[src/design/dwnn_pkg.sv]
`timescale 1ns / 1ps
// Shared types and constants for the direction-weighted nearest node block.
// Used by the front end, the command queue, the scan engine and the top level.

package dwnn_pkg;

  localparam int NODE_INDEX_W   = 6;
  localparam int COORD_W        = 16;
  localparam int DIFF_W         = COORD_W + 1;
  localparam int DIST_W         = 33;
  localparam int RADIUS_W       = 16;
  localparam int NODE_COUNT_DEF = 64;
  localparam logic [RADIUS_W-1:0] RADIUS_RESET = 16'd500;

  localparam int QUEUE_DEPTH = 2;
  localparam int QPTR_W      = (QUEUE_DEPTH > 1) ? $clog2(QUEUE_DEPTH) : 1;
  localparam int QCNT_W      = $clog2(QUEUE_DEPTH + 1);

  // request mode codes
  localparam logic [1:0] MODE_WRITE   = 2'd0;
  localparam logic [1:0] MODE_HEADING = 2'd1;
  localparam logic [1:0] MODE_NEAREST = 2'd2;

  typedef enum logic [1:0] {
    CMD_WRITE,
    CMD_HEADING,
    CMD_NEAREST
  } cmd_kind_t;

  typedef struct packed {
    logic [1:0]               mode;
    logic [NODE_INDEX_W-1:0]  node_index;
    logic signed [COORD_W-1:0] node_x;
    logic signed [COORD_W-1:0] node_y;
    logic                     node_valid;
    logic signed [COORD_W-1:0] pos_x;
    logic signed [COORD_W-1:0] pos_y;
    logic signed [COORD_W-1:0] goal_x;
    logic signed [COORD_W-1:0] goal_y;
  } req_t;

  typedef struct packed {
    logic [NODE_INDEX_W-1:0] chosen_index;
    logic                    found;
    logic                    fell_back;
    logic [DIST_W-1:0]       chosen_dist_sq;
  } rsp_t;

  // classified command: ax/ay hold the node position for a write and the
  // query position otherwise; gx/gy is the goal vector relative to the query
  typedef struct packed {
    cmd_kind_t                 kind;
    logic [NODE_INDEX_W-1:0]   idx;
    logic                      node_valid;
    logic signed [COORD_W-1:0] ax;
    logic signed [COORD_W-1:0] ay;
    logic signed [DIFF_W-1:0]  gx;
    logic signed [DIFF_W-1:0]  gy;
  } cmd_t;

endpackage

[src/design/dwnn_queue.sv]
`timescale 1ns / 1ps
// Short command queue between the front end and the scan engine.
// Depends on dwnn_pkg for the command type and depth.

module dwnn_queue (
  input  logic            clk,
  input  logic            rst,
  input  logic            push_valid,
  output logic            push_ready,
  input  dwnn_pkg::cmd_t  push_cmd,
  output logic            pop_valid,
  input  logic            pop_ready,
  output dwnn_pkg::cmd_t  pop_cmd
);

  localparam int QD = dwnn_pkg::QUEUE_DEPTH;
  localparam int PW = dwnn_pkg::QPTR_W;
  localparam int CW = dwnn_pkg::QCNT_W;

  dwnn_pkg::cmd_t slots [QD];
  logic [PW-1:0]  wptr;
  logic [PW-1:0]  rptr;
  logic [CW-1:0]  count;
  logic           push;
  logic           pop;

  assign push_ready = count != CW'(QD);
  assign pop_valid  = count != '0;
  assign pop_cmd    = slots[rptr];
  assign push       = push_valid && push_ready;
  assign pop        = pop_valid && pop_ready;

  always_ff @(posedge clk) begin
    if (rst) begin
      wptr  <= '0;
      rptr  <= '0;
      count <= '0;
    end else begin
      if (push) begin
        wptr <= (wptr == PW'(QD - 1)) ? '0 : wptr + 1'b1;
      end
      if (pop) begin
        rptr <= (rptr == PW'(QD - 1)) ? '0 : rptr + 1'b1;
      end
      if (push && !pop) begin
        count <= count + 1'b1;
      end else if (pop && !push) begin
        count <= count - 1'b1;
      end
    end
  end

  always_ff @(posedge clk) begin
    if (push) begin
      slots[wptr] <= push_cmd;
    end
  end

endmodule

[config.mk]
export PLATFORM = sky130hd
export DESIGN_NAME = dwnn_queue
export DESIGN_NICKNAME = d
export VERILOG_FILES = /design/src/design/dwnn_pkg.sv /design/src/design/dwnn_queue.sv
export SDC_FILE = /design/constraint.sdc
export NUM_CORES = 1
export LEC_CHECK = 0
export BUFFER_PORTS_ARGS = -buffer_cell sky130_fd_sc_hd__buf_2
export CAP_MARGIN = 30
export CELL_PAD_IN_SITES_DETAIL_PLACEMENT = 1
export CELL_PAD_IN_SITES_GLOBAL_PLACEMENT = 1
export CORE_UTILIZATION = 47
export DETAILED_ROUTE_END_ITERATION = 8
export PLACE_DENSITY_LB_ADDON = 0.1
export SYNTH_ARGS = -nofsm -noshare
export SYNTH_HDL_FRONTEND = slang
export SYNTH_SLANG_ARGS = --single-unit
[constraint.sdc]
create_clock -name clk -period 5.1 [get_ports clk]
set_input_delay 0 -clock clk [delete_from_list [all_inputs] [get_ports clk]]
set_output_delay 0 -clock clk [all_outputs]
set_load 0.005 [all_outputs]
* After elaboration in Yosys (flattened, before gate mapping) *
Memories as Yosys holds them, arrays and structs flattened. A register that Yosys moved wholly into a read port is not among the register bits.
Cells that the tools add are included.

storage, ports and cells
  bits in registers = 4
  RAM bits = 150
  input port bits = 79
  output and inout bits = 77
  memories = 1

memory list
  memory  words  bits a word  read ports  clocked after memory_dff  write ports  line              RTL
  slots   2      75           1           1                         1            dwnn_queue.sv:20  dwnn_pkg::cmd_t slots [QD];

cells by class
  $add $sub $neg = 4
  equality and inequality tests = 1
  multiplexer cells = 8
  reduce and logical (&&, ||, !) cells = 8

operator list
  kind                                              count
  two-way mux 1 bit                                 6
  logical AND 1 bit                                 4
  two-way mux 2 bit                                 2
  nonzero test 2 bit                                2
  adder 1 bit, second input constant                2
  adder 2 x 1 -> 2 bit, second input constant       1
  zero test 1 bit                                   2
  inequality test 2 bit, second input constant      1
  subtractor 2 x 1 -> 2 bit, second input constant  1

* Depth between registers and ports, before layout *
  depth in word-level cells = 6
  depth in mapped cells = 6
  gate-level depth less buffers = 6

* Least setup slack after synthesis *
Ideal clock, no wire load.

  kind = reg2reg
  start point = register count[0]
  end point = memory slots[1][0] in the netlist's numbering, enable pin
  setup time = 0.442 ns
  arrival time = 2.397 ns
  path slack = 2.261 ns
  cell stages (with the launch flop) = 3
  buffers on the path = 0
  period minus slack after synthesis = 2.839 ns
  cell sequence = dfxtp_1 -> nand2b_1 -> and3_1

between the ends
  longest elaborated chain between the ends = 4

ends and longest elaborated chain
  element                                  line              RTL
  start: declaration                       dwnn_queue.sv:23  logic [CW-1:0] count;
  start signal: assignment                 dwnn_queue.sv:46  count <= count + 1'b1;
  start signal: assignment                 dwnn_queue.sv:48  count <= count - 1'b1;
  inequality test 2 bit                    dwnn_queue.sv:27  assign push_ready = count != CW'(QD);
  named net push_ready                     dwnn_queue.sv:9   output logic push_ready,
  logical AND 1 bit                        dwnn_queue.sv:30  assign push = push_valid && push_ready;
  two-way mux 1 bit                        dwnn_queue.sv:54  if (push) begin
  two-way mux 1 bit (not written as such)  dwnn_queue.sv:55  slots[wptr] <= push_cmd;
  end: declaration                         dwnn_queue.sv:20

The timed path passes the listed nets, and every way through them passes these cells.

* Worst setup path after layout *
  start point = register count[0]
  end point = memory slots[0][57] in the netlist's numbering, enable pin

between the ends
  longest elaborated chain between the ends = 4

ends and longest elaborated chain
  element                                  line
  inequality test 2 bit                    dwnn_queue.sv:27
  logical AND 1 bit                        dwnn_queue.sv:30
  two-way mux 1 bit                        dwnn_queue.sv:54
  two-way mux 1 bit (not written as such)  dwnn_queue.sv:55

No other way between the ends.

==> results.cfg <==
[critical_path]
path_buf_inv = 2
critPathLaunch = count[0]
criticalPathCategory = reg2reg
endpoint = slots[0][57]
cpMaxStageDelayCell = buf_4
regToRegEndpoint = slots[0][57]
cpPeakStageDelay_ns = 0.55
cp.arrival_ns = 2.31
ff2ff_path_depth = 4
cp_cell_sequence = nand2b_1 > nand3b_1 > clkinv_2 > buf_4
crit_fanout = 41
critPathTopFamily = buffers and inverters
startpoint_type = flip-flop
end_kind = flip-flop
cp.depth = 4
reg2reg_from = count[0]
r2r_slack_ns = 2.84
cp.required_ns = 5.15

[yosys]
synth_fp_nets = 337
yosys_warnings = 0
synth_seq_cells = 155
synthMuxAreaShare = 0.150
netlist_area_um2 = 5650
avgSynthCellArea_um2 = 22.0
yosys.area_share.simple = 0.00887
synth_edf_count = 150
yosysUniqueCellTypes = 19
synth_top_family_by_area = multiplexers
ys_seq_area_frac = 0.816
synthAdderAreaFrac = 0.00222
synthXorXnorAreaFrac = 0.00465
yosys_most_used_dff = edfxtp_1
synth_compound_area_frac = 0.00532
async_flop_share = 0
synthCells = 257

[final_layout]
nets = 583
multi_input_area_um2 = 968
layout_common_cells = 155 x buf_2, 150 x edfxtp_1, 77 x dlygate4sd3_1
final_area_um2 = 7930
layout.cells.most_common = buf_2
diodes = 0
drive_above_1_share = 0.508
fillers = 1022
fin_util = 0.685
regArea_um2 = 4610
area_delta_synth_final_pct = 40.4

[clocking]
cts-buffers-inserted = 17
clk_pin_slew_ns = 0.06
root_buffer = clkbuf_16
cts_hold_buf = 77
clock_path_buffers = 2
htreeDepth = 4
insertion_delay_ns = 0.41
cts_tree = yes
clock-sinks = 155
post_cts_buffers = 0
cts_resized = 0

[placement]
dp_hpwl_mm = 6.69
place_congestion = 0.674
port_buffers = 155
place_area_um2 = 6590
pre_cts_ws_ns = 2.84

[route]
top_layer = met4
vias_per_cell = 4.85
routed_wl_mm = 12.0
wl_met3_um = 668
wl_met1_mm = 4.58
vias = 3198
met2_length_mm = 6.62
avgRoutedWirePerCell_um = 18.2
drtIter0Drc = 172
ant_nets = 0
dr.pass1.iters = 6
drcViolationCount = 10

[floorplan]
rows = 39
coreArea_um2 = 11600
start_util = 0.488
io_pins = 156
die-area_um2 = 12500
dieWidth_um = 112
die_height_um = 112

[timing]
final_max_slew_viol_count = 0
finalCritPeriodShare = 0.444
clock_skew_ns = 0.00522
rsz0062_at_grt = false
final_hold_viol_count = 0
slew_headroom = 0.510
worst_pin_slew_ns = 0.735
setup_slack_ns = 2.84
fmax_mhz = 442
final.min_clock_period_ns = 2.26
setup_violations = 0
final.setup.tns_ns = 0

[global_routing]
antenna_found_initial = 0
first_global_vias = 3572
grt_max_degree = 42
grt_pass1_wl_mm = 18.7
grt-ovfl-total = 0
grt_usage = 0.206

[power]
leakage_nw = 3.01
peakVddDrop_mv = 0.281
p_per_area_nw_per_um2 = 462

[min_path]
hp-class = in2reg

[status]
violations = DRC
run_status = finished with violations

[flow_run]
drv_cap = 0
-- per-layer routing --
| metal | GRT usage | up-vias |
|---|---|---|
| met2 | 0.372 | 106 |
| met1 | 0.230 | 1566 |
| met5 | 0 | - |
| met4 | 0.0739 | 0 |
| met3 | 0.0615 | 14 |
| li1 | - | 1512 |
-- metrics by stage --
step / std cells / hold slack, ns / power, W
after floorplan: 257 / 0.0691 / 0.00212
after global placement: 548 / 0.186 / 0.00239
after detailed placement: 550 / 0.192 / 0.00243
after CTS: 659 / 0.00547 / 0.00369
after global routing: 659 / 0.0593 / 0.00383
final: 659 / 0.0176 / 0.00366
-- tightest hold or removal path, stage by stage --
cell	delay, ns
buf_2	0.09
o21ai_0	0.11
xor2_1	0.10
nor2_1	0.08
-- flip-flops by register name, indices dropped and copies added, names as in the netlist, named ones only --
name and cells:
slots 150, rptr 1, wptr 1, count 2
-- Yosys cell counts, types with 2 or more instances --
| cell type | count | area share |
|---|---|---|
| a21oi_1 | 2 | 0.0018 |
| buf_2 | 2 | 0.0018 |
| buf_6 | 5 | 0.010 |
| dfxtp_1 | 5 | 0.018 |
| edfxtp_1 | 150 | 0.80 |
| mux2_2 | 75 | 0.15 |
| nor2_1 | 3 | 0.0020 |
| o21ai_0 | 2 | 0.0018 |
| xor2_1 | 3 | 0.0047 |
-- worst min-delay path by stage --
| stage | start | endpoint | slack, ns | cells past startpoint |
|---|---|---|---|---|
| finish | pop_ready | rptr | 0.02 | 4 |
| CTS | pop_ready | rptr | 0.005 | 4 |
| detailed placement | push_cmd[74] | slots[1][74] | 0.19 | 1 |
| floorplan | rst | count[1] | 0.07 | 1 |
| global placement | push_cmd[68] | slots[0][68] | 0.19 | 1 |
| global route | pop_ready | rptr | 0.06 | 4 |
-- power breakdown --
group	internal, W	switching (W)
sequential	0.00160	0.0000828
combinational	0.000421	0.000354
clock	0.000757	0.000454
total	0.00277	0.000891
-- final cells by class --
class / instances / share of cell area
clock buffers: 20 / 0.0551
clock inverters: 12 / 0.0163
inverters: 1 / 0.000631
multi-input cells: 93 / 0.122
flip-flops and latches: 155 / 0.581
well taps: 143 / 0.0226
repair buffers: 235 / 0.202
-- cell families after synthesis --
| logic type | after synthesis |
|---|---|
| flip-flops | 155 |
| buffers and inverters | 9 |
| AND/OR/NAND/NOR | 9 |
| AO/OA/AOI/OAI | 5 |
| multiplexers | 75 |
| XOR/XNOR | 3 |
| adder cells (fa/ha/maj) | 1 |
Note: power is estimated with default switching activity, not from simulation.
