$ cat config.mk
export PLATFORM = sky130hd
export DESIGN_NAME = dwnn_front
export DESIGN_NICKNAME = d
export VERILOG_FILES = /design/src/design/dwnn_pkg.sv /design/src/design/dwnn_front.sv
export SDC_FILE = /design/constraint.sdc
export NUM_CORES = 1
export LEC_CHECK = 0
export ABC_AREA = 1
export CAP_MARGIN = 20
export CELL_PAD_IN_SITES_DETAIL_PLACEMENT = 0
export CELL_PAD_IN_SITES_GLOBAL_PLACEMENT = 1
export CORE_MARGIN = 3
export CORE_UTILIZATION = 35
export CTS_CLUSTER_DIAMETER = 60
export DETAILED_ROUTE_END_ITERATION = 6
export DONT_BUFFER_PORTS = 1
export MAX_ROUTING_LAYER = met4
export PLACE_DENSITY_LB_ADDON = 0.15
export SLEW_MARGIN = 10
export SYNTH_ARGS = -nofsm -noshare
export SYNTH_HDL_FRONTEND = slang
export SYNTH_SLANG_ARGS = --single-unit
$ cat constraint.sdc
create_clock -name clk -period 9.7 [get_ports clk]
set_input_delay 1.94 -clock clk [delete_from_list [all_inputs] [get_ports clk]]
set_output_delay 1.94 -clock clk [all_outputs]
set_load 0.005 [all_outputs]
$ cat src/design/dwnn_pkg.sv
`timescale 1ns / 1ps
// Shared types and constants for the direction-weighted nearest node block.
// Used by the front end, the command queue, the scan engine and the top level.

package dwnn_pkg;

  localparam int NODE_INDEX_W   = 6;
  localparam int COORD_W        = 16;
  localparam int DIFF_W         = COORD_W + 1;
  localparam int DIST_W         = 33;
  localparam int RADIUS_W       = 16;
  localparam int NODE_COUNT_DEF = 64;
  localparam logic [RADIUS_W-1:0] RADIUS_RESET = 16'd500;

  localparam int QUEUE_DEPTH = 2;
  localparam int QPTR_W      = (QUEUE_DEPTH > 1) ? $clog2(QUEUE_DEPTH) : 1;
  localparam int QCNT_W      = $clog2(QUEUE_DEPTH + 1);

  // request mode codes
  localparam logic [1:0] MODE_WRITE   = 2'd0;
  localparam logic [1:0] MODE_HEADING = 2'd1;
  localparam logic [1:0] MODE_NEAREST = 2'd2;

  typedef enum logic [1:0] {
    CMD_WRITE,
    CMD_HEADING,
    CMD_NEAREST
  } cmd_kind_t;

  typedef struct packed {
    logic [1:0]               mode;
    logic [NODE_INDEX_W-1:0]  node_index;
    logic signed [COORD_W-1:0] node_x;
    logic signed [COORD_W-1:0] node_y;
    logic                     node_valid;
    logic signed [COORD_W-1:0] pos_x;
    logic signed [COORD_W-1:0] pos_y;
    logic signed [COORD_W-1:0] goal_x;
    logic signed [COORD_W-1:0] goal_y;
  } req_t;

  typedef struct packed {
    logic [NODE_INDEX_W-1:0] chosen_index;
    logic                    found;
    logic                    fell_back;
    logic [DIST_W-1:0]       chosen_dist_sq;
  } rsp_t;

  // classified command: ax/ay hold the node position for a write and the
  // query position otherwise; gx/gy is the goal vector relative to the query
  typedef struct packed {
    cmd_kind_t                 kind;
    logic [NODE_INDEX_W-1:0]   idx;
    logic                      node_valid;
    logic signed [COORD_W-1:0] ax;
    logic signed [COORD_W-1:0] ay;
    logic signed [DIFF_W-1:0]  gx;
    logic signed [DIFF_W-1:0]  gy;
  } cmd_t;

endpackage

$ cat src/design/dwnn_front.sv
`timescale 1ns / 1ps
// Front end: takes requests, classifies them into commands and drops the
// ones that do nothing. Depends on dwnn_pkg.

module dwnn_front #(
  parameter int NODE_COUNT = dwnn_pkg::NODE_COUNT_DEF
) (
  input  logic            clk,
  input  logic            rst,
  input  logic            req_valid,
  output logic            req_ready,
  input  dwnn_pkg::req_t  req_data,
  output logic            push_valid,
  input  logic            push_ready,
  output dwnn_pkg::cmd_t  push_cmd
);

  logic           held;
  logic           held_next;
  dwnn_pkg::cmd_t slot;
  dwnn_pkg::cmd_t decoded;
  logic           keep;
  logic           accept;
  logic           push;

  assign push       = held && push_ready;
  assign req_ready  = !held || push_ready;
  assign accept     = req_valid && req_ready;
  assign push_valid = held;
  assign push_cmd   = slot;

  always_comb begin
    decoded            = '0;
    decoded.idx        = req_data.node_index;
    decoded.node_valid = req_data.node_valid;
    decoded.gx = dwnn_pkg::DIFF_W'(req_data.goal_x) - dwnn_pkg::DIFF_W'(req_data.pos_x);
    decoded.gy = dwnn_pkg::DIFF_W'(req_data.goal_y) - dwnn_pkg::DIFF_W'(req_data.pos_y);
    keep = 1'b0;
    case (req_data.mode)
      dwnn_pkg::MODE_WRITE: begin
        decoded.kind = dwnn_pkg::CMD_WRITE;
        decoded.ax   = req_data.node_x;
        decoded.ay   = req_data.node_y;
        // drop writes past the end of the table
        keep = int'(req_data.node_index) < NODE_COUNT;
      end
      dwnn_pkg::MODE_HEADING: begin
        decoded.kind = dwnn_pkg::CMD_HEADING;
        decoded.ax   = req_data.pos_x;
        decoded.ay   = req_data.pos_y;
        keep = 1'b1;
      end
      dwnn_pkg::MODE_NEAREST: begin
        decoded.kind = dwnn_pkg::CMD_NEAREST;
        decoded.ax   = req_data.pos_x;
        decoded.ay   = req_data.pos_y;
        keep = 1'b1;
      end
      default: begin
        decoded.kind = dwnn_pkg::CMD_NEAREST;
        decoded.ax   = req_data.pos_x;
        decoded.ay   = req_data.pos_y;
        keep = 1'b0;
      end
    endcase
  end

  always_comb begin
    held_next = held;
    if (accept) begin
      held_next = keep;
    end else if (push) begin
      held_next = 1'b0;
    end
  end

  always_ff @(posedge clk) begin
    if (rst) begin
      held <= 1'b0;
    end else begin
      held <= held_next;
    end
  end

  always_ff @(posedge clk) begin
    if (accept) begin
      slot <= decoded;
    end
  end

endmodule

# --- After elaboration in Yosys (flattened, before gate mapping) ---
# Index checks and enable logic that the tools add are counted.
op_classes:
  addsub: 2
  n_eq_ne: 2
  muxes: 5
  n_reduce_logical: 7
op_table:
  columns: ["op", "n"]
  rows:
  - ["$sub 16x16->17", 2]
  - ["$mux 32", 1]
  - ["$pmux 2 s2", 1]
  - ["$mux 1", 3]
  - ["$reduce_or 3->1", 1]
  - ["$eq 2x1->1 const B", 1]
  - ["$eq 2x2->1 const B", 1]
  - ["$logic_and 1x1->1", 2]
  - ["$logic_not 2->1", 1]
  - ["$reduce_bool 2->1", 1]
  - ["$logic_not 1->1", 1]
  - ["$logic_or 1x1->1", 1]
word_totals:
  ff_bits: 76
  in_bits: 109
  out_inout_bits: 77
  elab_cells: 24

# --- Logic depth before layout (Yosys ltp) ---
logic_depth:
  depth_word: 4
  mapped_depth: 12
  depth_no_buf: 12

# --- Worst setup path before layout ---
# Ideal clock, no wire load.
synth_path:
  kind: "input-to-reg"
  startpoint: "input port push_ready"
  endpoint: "register slot, in the netlist push_cmd[0] (enable)"
  setup_time_ns: 0.624
  t_arrival_ns: 7.409
  required_ns: 9.076
  setup_slack_ns: 1.668
  cell_stages: 2
  n_path_buf: 0
  cell_sequence: "inv_1 a21boi_0"
synth_between:
  elab_chain_len: 2
synth_lines:
  columns: ["item", "line_no", "text"]
  rows:
  - ["start: declaration", "dwnn_front.sv:14", "input logic push_ready,"]
  - ["$logic_or 1x1->1", "dwnn_front.sv:27", "assign req_ready = !held || push_ready;"]
  - ["$logic_and 1x1->1", "dwnn_front.sv:28", "assign accept = req_valid && req_ready;"]
  - ["named net accept", "dwnn_front.sv:23", "logic accept;"]
  - ["end signal: assignment", "dwnn_front.sv:87", "slot <= decoded;"]
  - ["end: declaration", "dwnn_front.sv:20", "dwnn_pkg::cmd_t slot;"]
# The timed path passes the listed nets, and every way through them passes these cells.
# A chain may end at the register's enable or synchronous reset.

# --- Worst setup path in the final report ---
layout_path:
  startpoint: "input port push_ready"
  endpoint: "output port req_ready"
layout_between:
  elab_chain_len: 1
layout_lines:
  columns: ["item", "line_no", "text"]
  rows:
  - ["$logic_or 1x1->1", "dwnn_front.sv:27", null]
  - ["end: declaration", "dwnn_front.sv:11", "output logic req_ready,"]
# No other way between the ends.

==> results <==
- For this run, the slowest stage of the critical path takes 0.10 ns.
- The number of nets in the finished design is 735.
- In the routed design, unresolved DRC markers number 0.
- The share of total power dissipated in sequential elements is 46.4%.
- The number of setup buffers added after CTS is 0.
- The post-CTS resize count is 0.
- The die outline area is 14900 um^2.
- The maximum fanout count along the critical path is 2.
- In this run switching power makes up 27.4% of total power.
- Power spread over the standard cell area amounts to 174 nW/um^2.
- The hold path startpoint is push_valid$_SDFFE_PP0P_.
- The cell at the root of the clock tree is clkbuf_16.
- The part of the power in combinational logic is 16.3%.
- Before CTS, the worst setup slack after placement is 5.63 ns.
- The number of vias after detailed routing is 3584.
- The clock tree from TritonCTS is built.
- The total nets after synthesis is 729.
- The routed length per placed instance is 15.4 um.
- The launch instance of the worst register-to-register path is push_valid$_SDFFE_PP0P_.
- Counting along the longest clock path gives a buffer depth of 2.
- The effective utilization at floorplan is 36.6%.
- The final number of hold-violating endpoints is 0.
- The arrival time of the worst setup path is 2.12 ns.
- The first global-routing pass estimated 18.5 mm of wire.
- The top-level port count is 186.
- The min-delay analysis places its worst path in the category reg -> reg.
- TritonCTS created 9 clock buffers.
- The setup check on the worst reg-to-reg path leaves a slack of 8.00 ns.
- Measured in cells, the most critical reg-to-reg path has a length of 2.
- The total number of H-tree levels is 3.
- The count of input and output buffers is 0.
- The detailed-route wire length is 11.8 mm.
- The number of different library cells used by synthesis comes to 23.
- Setup total negative slack on the finished layout was measured at 0 ns.
- The source-to-sink clock delay at the later pin of the worst-skew pair is 0.34 ns.
- The family with the most delay on the worst path is simple AND/OR/NAND/NOR gates.
- Synthesis handed over a netlist of 586 instances.
- In the layout the commonest cells are 217 x nand2_1, 130 x inv_1, 75 x edfxtp_1.
- The worst path meets setup with 5.64 ns of slack.
- Synthesis inferred 76 register bits.
- The number of global-route vias before repair came to 3650.
- The final-report setup violation count is 0.
- The max-slew violation total from the final report is 0.
- The type of element launching the critical path is an input pin.
- The analysis attributes to cell leakage a power of 0.00264 uW.
- The worst pin sits at a relative slew slack of 34.4%.
- Cells with a size suffix above 1 make up 4.69% of the layout.
- Subtracting the final worst setup slack from the clock period gives 4.06 ns.
- At the end of routability-driven placement, the weighted congestion stood at 0.811.
- The cell with the largest stage delay on the worst path is nand2_1.
- The flow ran to the end, and the final reports show no timing, DRC or antenna violations.
- The endpoint identified for the worst register-to-register timing path is push_cmd[18]$_DFFE_PP_.
- The worst setup path category is in -> out.
- The area overhead of the layout relative to synthesis is 10.7%.
- The hold-critical path endpoint is push_valid$_SDFFE_PP0P_.
- For this block, the initial DRC count from the detailed router was 188.
- Across the routed clock network, the largest skew measured is 0.00594 ns.
- The share of the clock period used by the worst path after layout is 41.9%.
- The floorplan step set the die width to 122 um.
- The clock network fraction of design power is 37.3%.
- Across the run, the number of max-cap violations was 0.
- The synthesized netlist occupies a cell area of 4730 um^2.
- The maximum clock rate is 0.246 GHz.
- The initial antenna violation count is 0.
- The initialized floorplan defines 41 standard-cell rows.
- The y dimension of the die is 122 um.
- The dominant synthesized flop cell is edfxtp_1.
- Sequential elements use 48.1% of the synthesized area.
- Data on the critical path is required at its endpoint by 7.76 ns.
- The Yosys step of the flow raised 0 warnings.
- The core region is 12900 um^2.
- The buffering stage count on the worst path with inverters included is 1.
- The design draws 911 uW.
- The global routing usage summed across all routing layers is 16.8%.
- Summed over all layers, the global routing overflow is 0.
- After clock tree synthesis, the clock-pin slew on the worst setup and hold paths is 0.06 ns.
- The maximum ir drop on the vdd rail is 0.0787 mV.
- The estimated wirelength of the detail-placed design is 9.36 mm.
- The worst setup path is captured at a primary output.
- The number of detailed-route iterations in the first pass is 4.
- The number of enable-type register cells in the synthesized netlist is 75.
- In this run the power spent charging and discharging nets is 249 uW.
- The largest net degree at the start of global routing is 76.
- The critical path goes through inv_1, nand2_1.
- Counting every sink on the clock net gives 76.
- The count of nets left with antenna violations once routing finished came out at 0.
- The transition at the pin with the smallest max-transition slack is 0.983 ns.
- For this run, asynchronously set or reset flops after synthesis account for 0%.
- In the routed layout, each cell is associated on average with a via count of 4.66.
- The internal power consumption is 661 uW.
- The mean cell area of the mapped netlist is 8.06 um^2.
- The library cell used most frequently in the layout, excluding fill and tap cells, is nand2_1.
- Setup repair after global routing left no endpoint under its margin.
- The quantity of hold-fixing buffers added after cts is 0.
- The hold path depth is 2.
- The antenna cell count is 0.
==> power groups by stage <==
stage / Clock [uW] / Sequential [uW] / Combinational, uW
global placement: 0 / 430 / 149
CTS: 352 / 424 / 151
detailed placement: 0 / 430 / 151
floorplan: 0 / 426 / 115
finish: 340 / 423 / 148
global route: 367 / 426 / 175
==> worst max path at each step <==
stage                     startpoint                    end  slack, ns  cells after the start
after detailed placement  push_ready              req_ready       5.63                      2
final                     push_ready              req_ready       5.64                      2
after global placement    push_ready              req_ready       5.64                      2
after global routing      push_ready              req_ready       5.61                      2
after floorplan           push_ready  push_cmd[0]$_DFFE_PP_       1.67                      2
after CTS                 push_ready              req_ready       5.64                      2
==> flip-flops by register name (all words and copies together), names as in the netlist <==
name / flops
push_cmd: 75
push_valid: 1
==> layout make-up <==
cell class                      count  area, um^2
Tap cell                          172         215
Timing Repair Buffer                2        15.0
Clock inverter                      4        50.0
Sequential cell                    76        2270
Inverter                          132         495
Fill cell                        1352        7690
Clock buffer                       12         246
Multi-Input combinational cell    371        1940
==> kinds of logic after synthesis <==
family	count (synthesis)	synth area share, %
adder cells (fa/ha/maj)	34	9.32
XOR/XNOR	14	2.59
AND/OR/NAND/NOR	269	22.8
flip-flops	76	48.1
multiplexers	2	0.477
buffers and inverters	139	11.1
AO/OA/AOI/OAI	52	5.56
==> cells in the mapped netlist, types with 3 or more instances <==
| cell | count | area share, % |
|---|---|---|
| o21ai_0 | 28 | 3.0 |
| buf_2 | 3 | 0.32 |
| nand2_1 | 217 | 17 |
| nand3_1 | 22 | 2.3 |
| xnor2_1 | 4 | 0.74 |
| nand2_2 | 4 | 0.53 |
| clkbuf_1 | 4 | 0.32 |
| xor2_1 | 10 | 1.9 |
| nor3_1 | 6 | 0.64 |
| ha_1 | 32 | 8.5 |
| a21oi_1 | 21 | 2.2 |
| inv_1 | 130 | 10 |
| nor2_1 | 15 | 1.2 |
| edfxtp_1 | 75 | 48 |
==> stage by stage <==
| step | utilization (%) | instances | instance area, um^2 | hold WS [ns] |
|---|---|---|---|---|
| 2_1_floorplan | - | 586 | 4730 | 0.507 |
| 3_3_place_gp | 38.2 | 753 | 4940 | 0.603 |
| 3_5_place_dp | 38.2 | 753 | 4940 | 0.620 |
| 4_1_cts | 40.5 | 769 | 5230 | 0.626 |
| 5_1_grt | 40.5 | 769 | 5230 | 0.650 |
| 6_report | 40.5 | 769 | 5230 | 0.610 |
==> per-layer routing <==
| metal | global-route usage (%) | wire (um) | share of wire (%) |
|---|---|---|---|
| met5 | - | 0 | 0 |
| met1 | 20.4 | 5410 | 46 |
| met2 | 26.0 | 5220 | 44 |
| met3 | 5.62 | 1050 | 8.9 |
| met4 | 6.16 | 160 | 1.4 |
(Power assumes the default switching activity.)
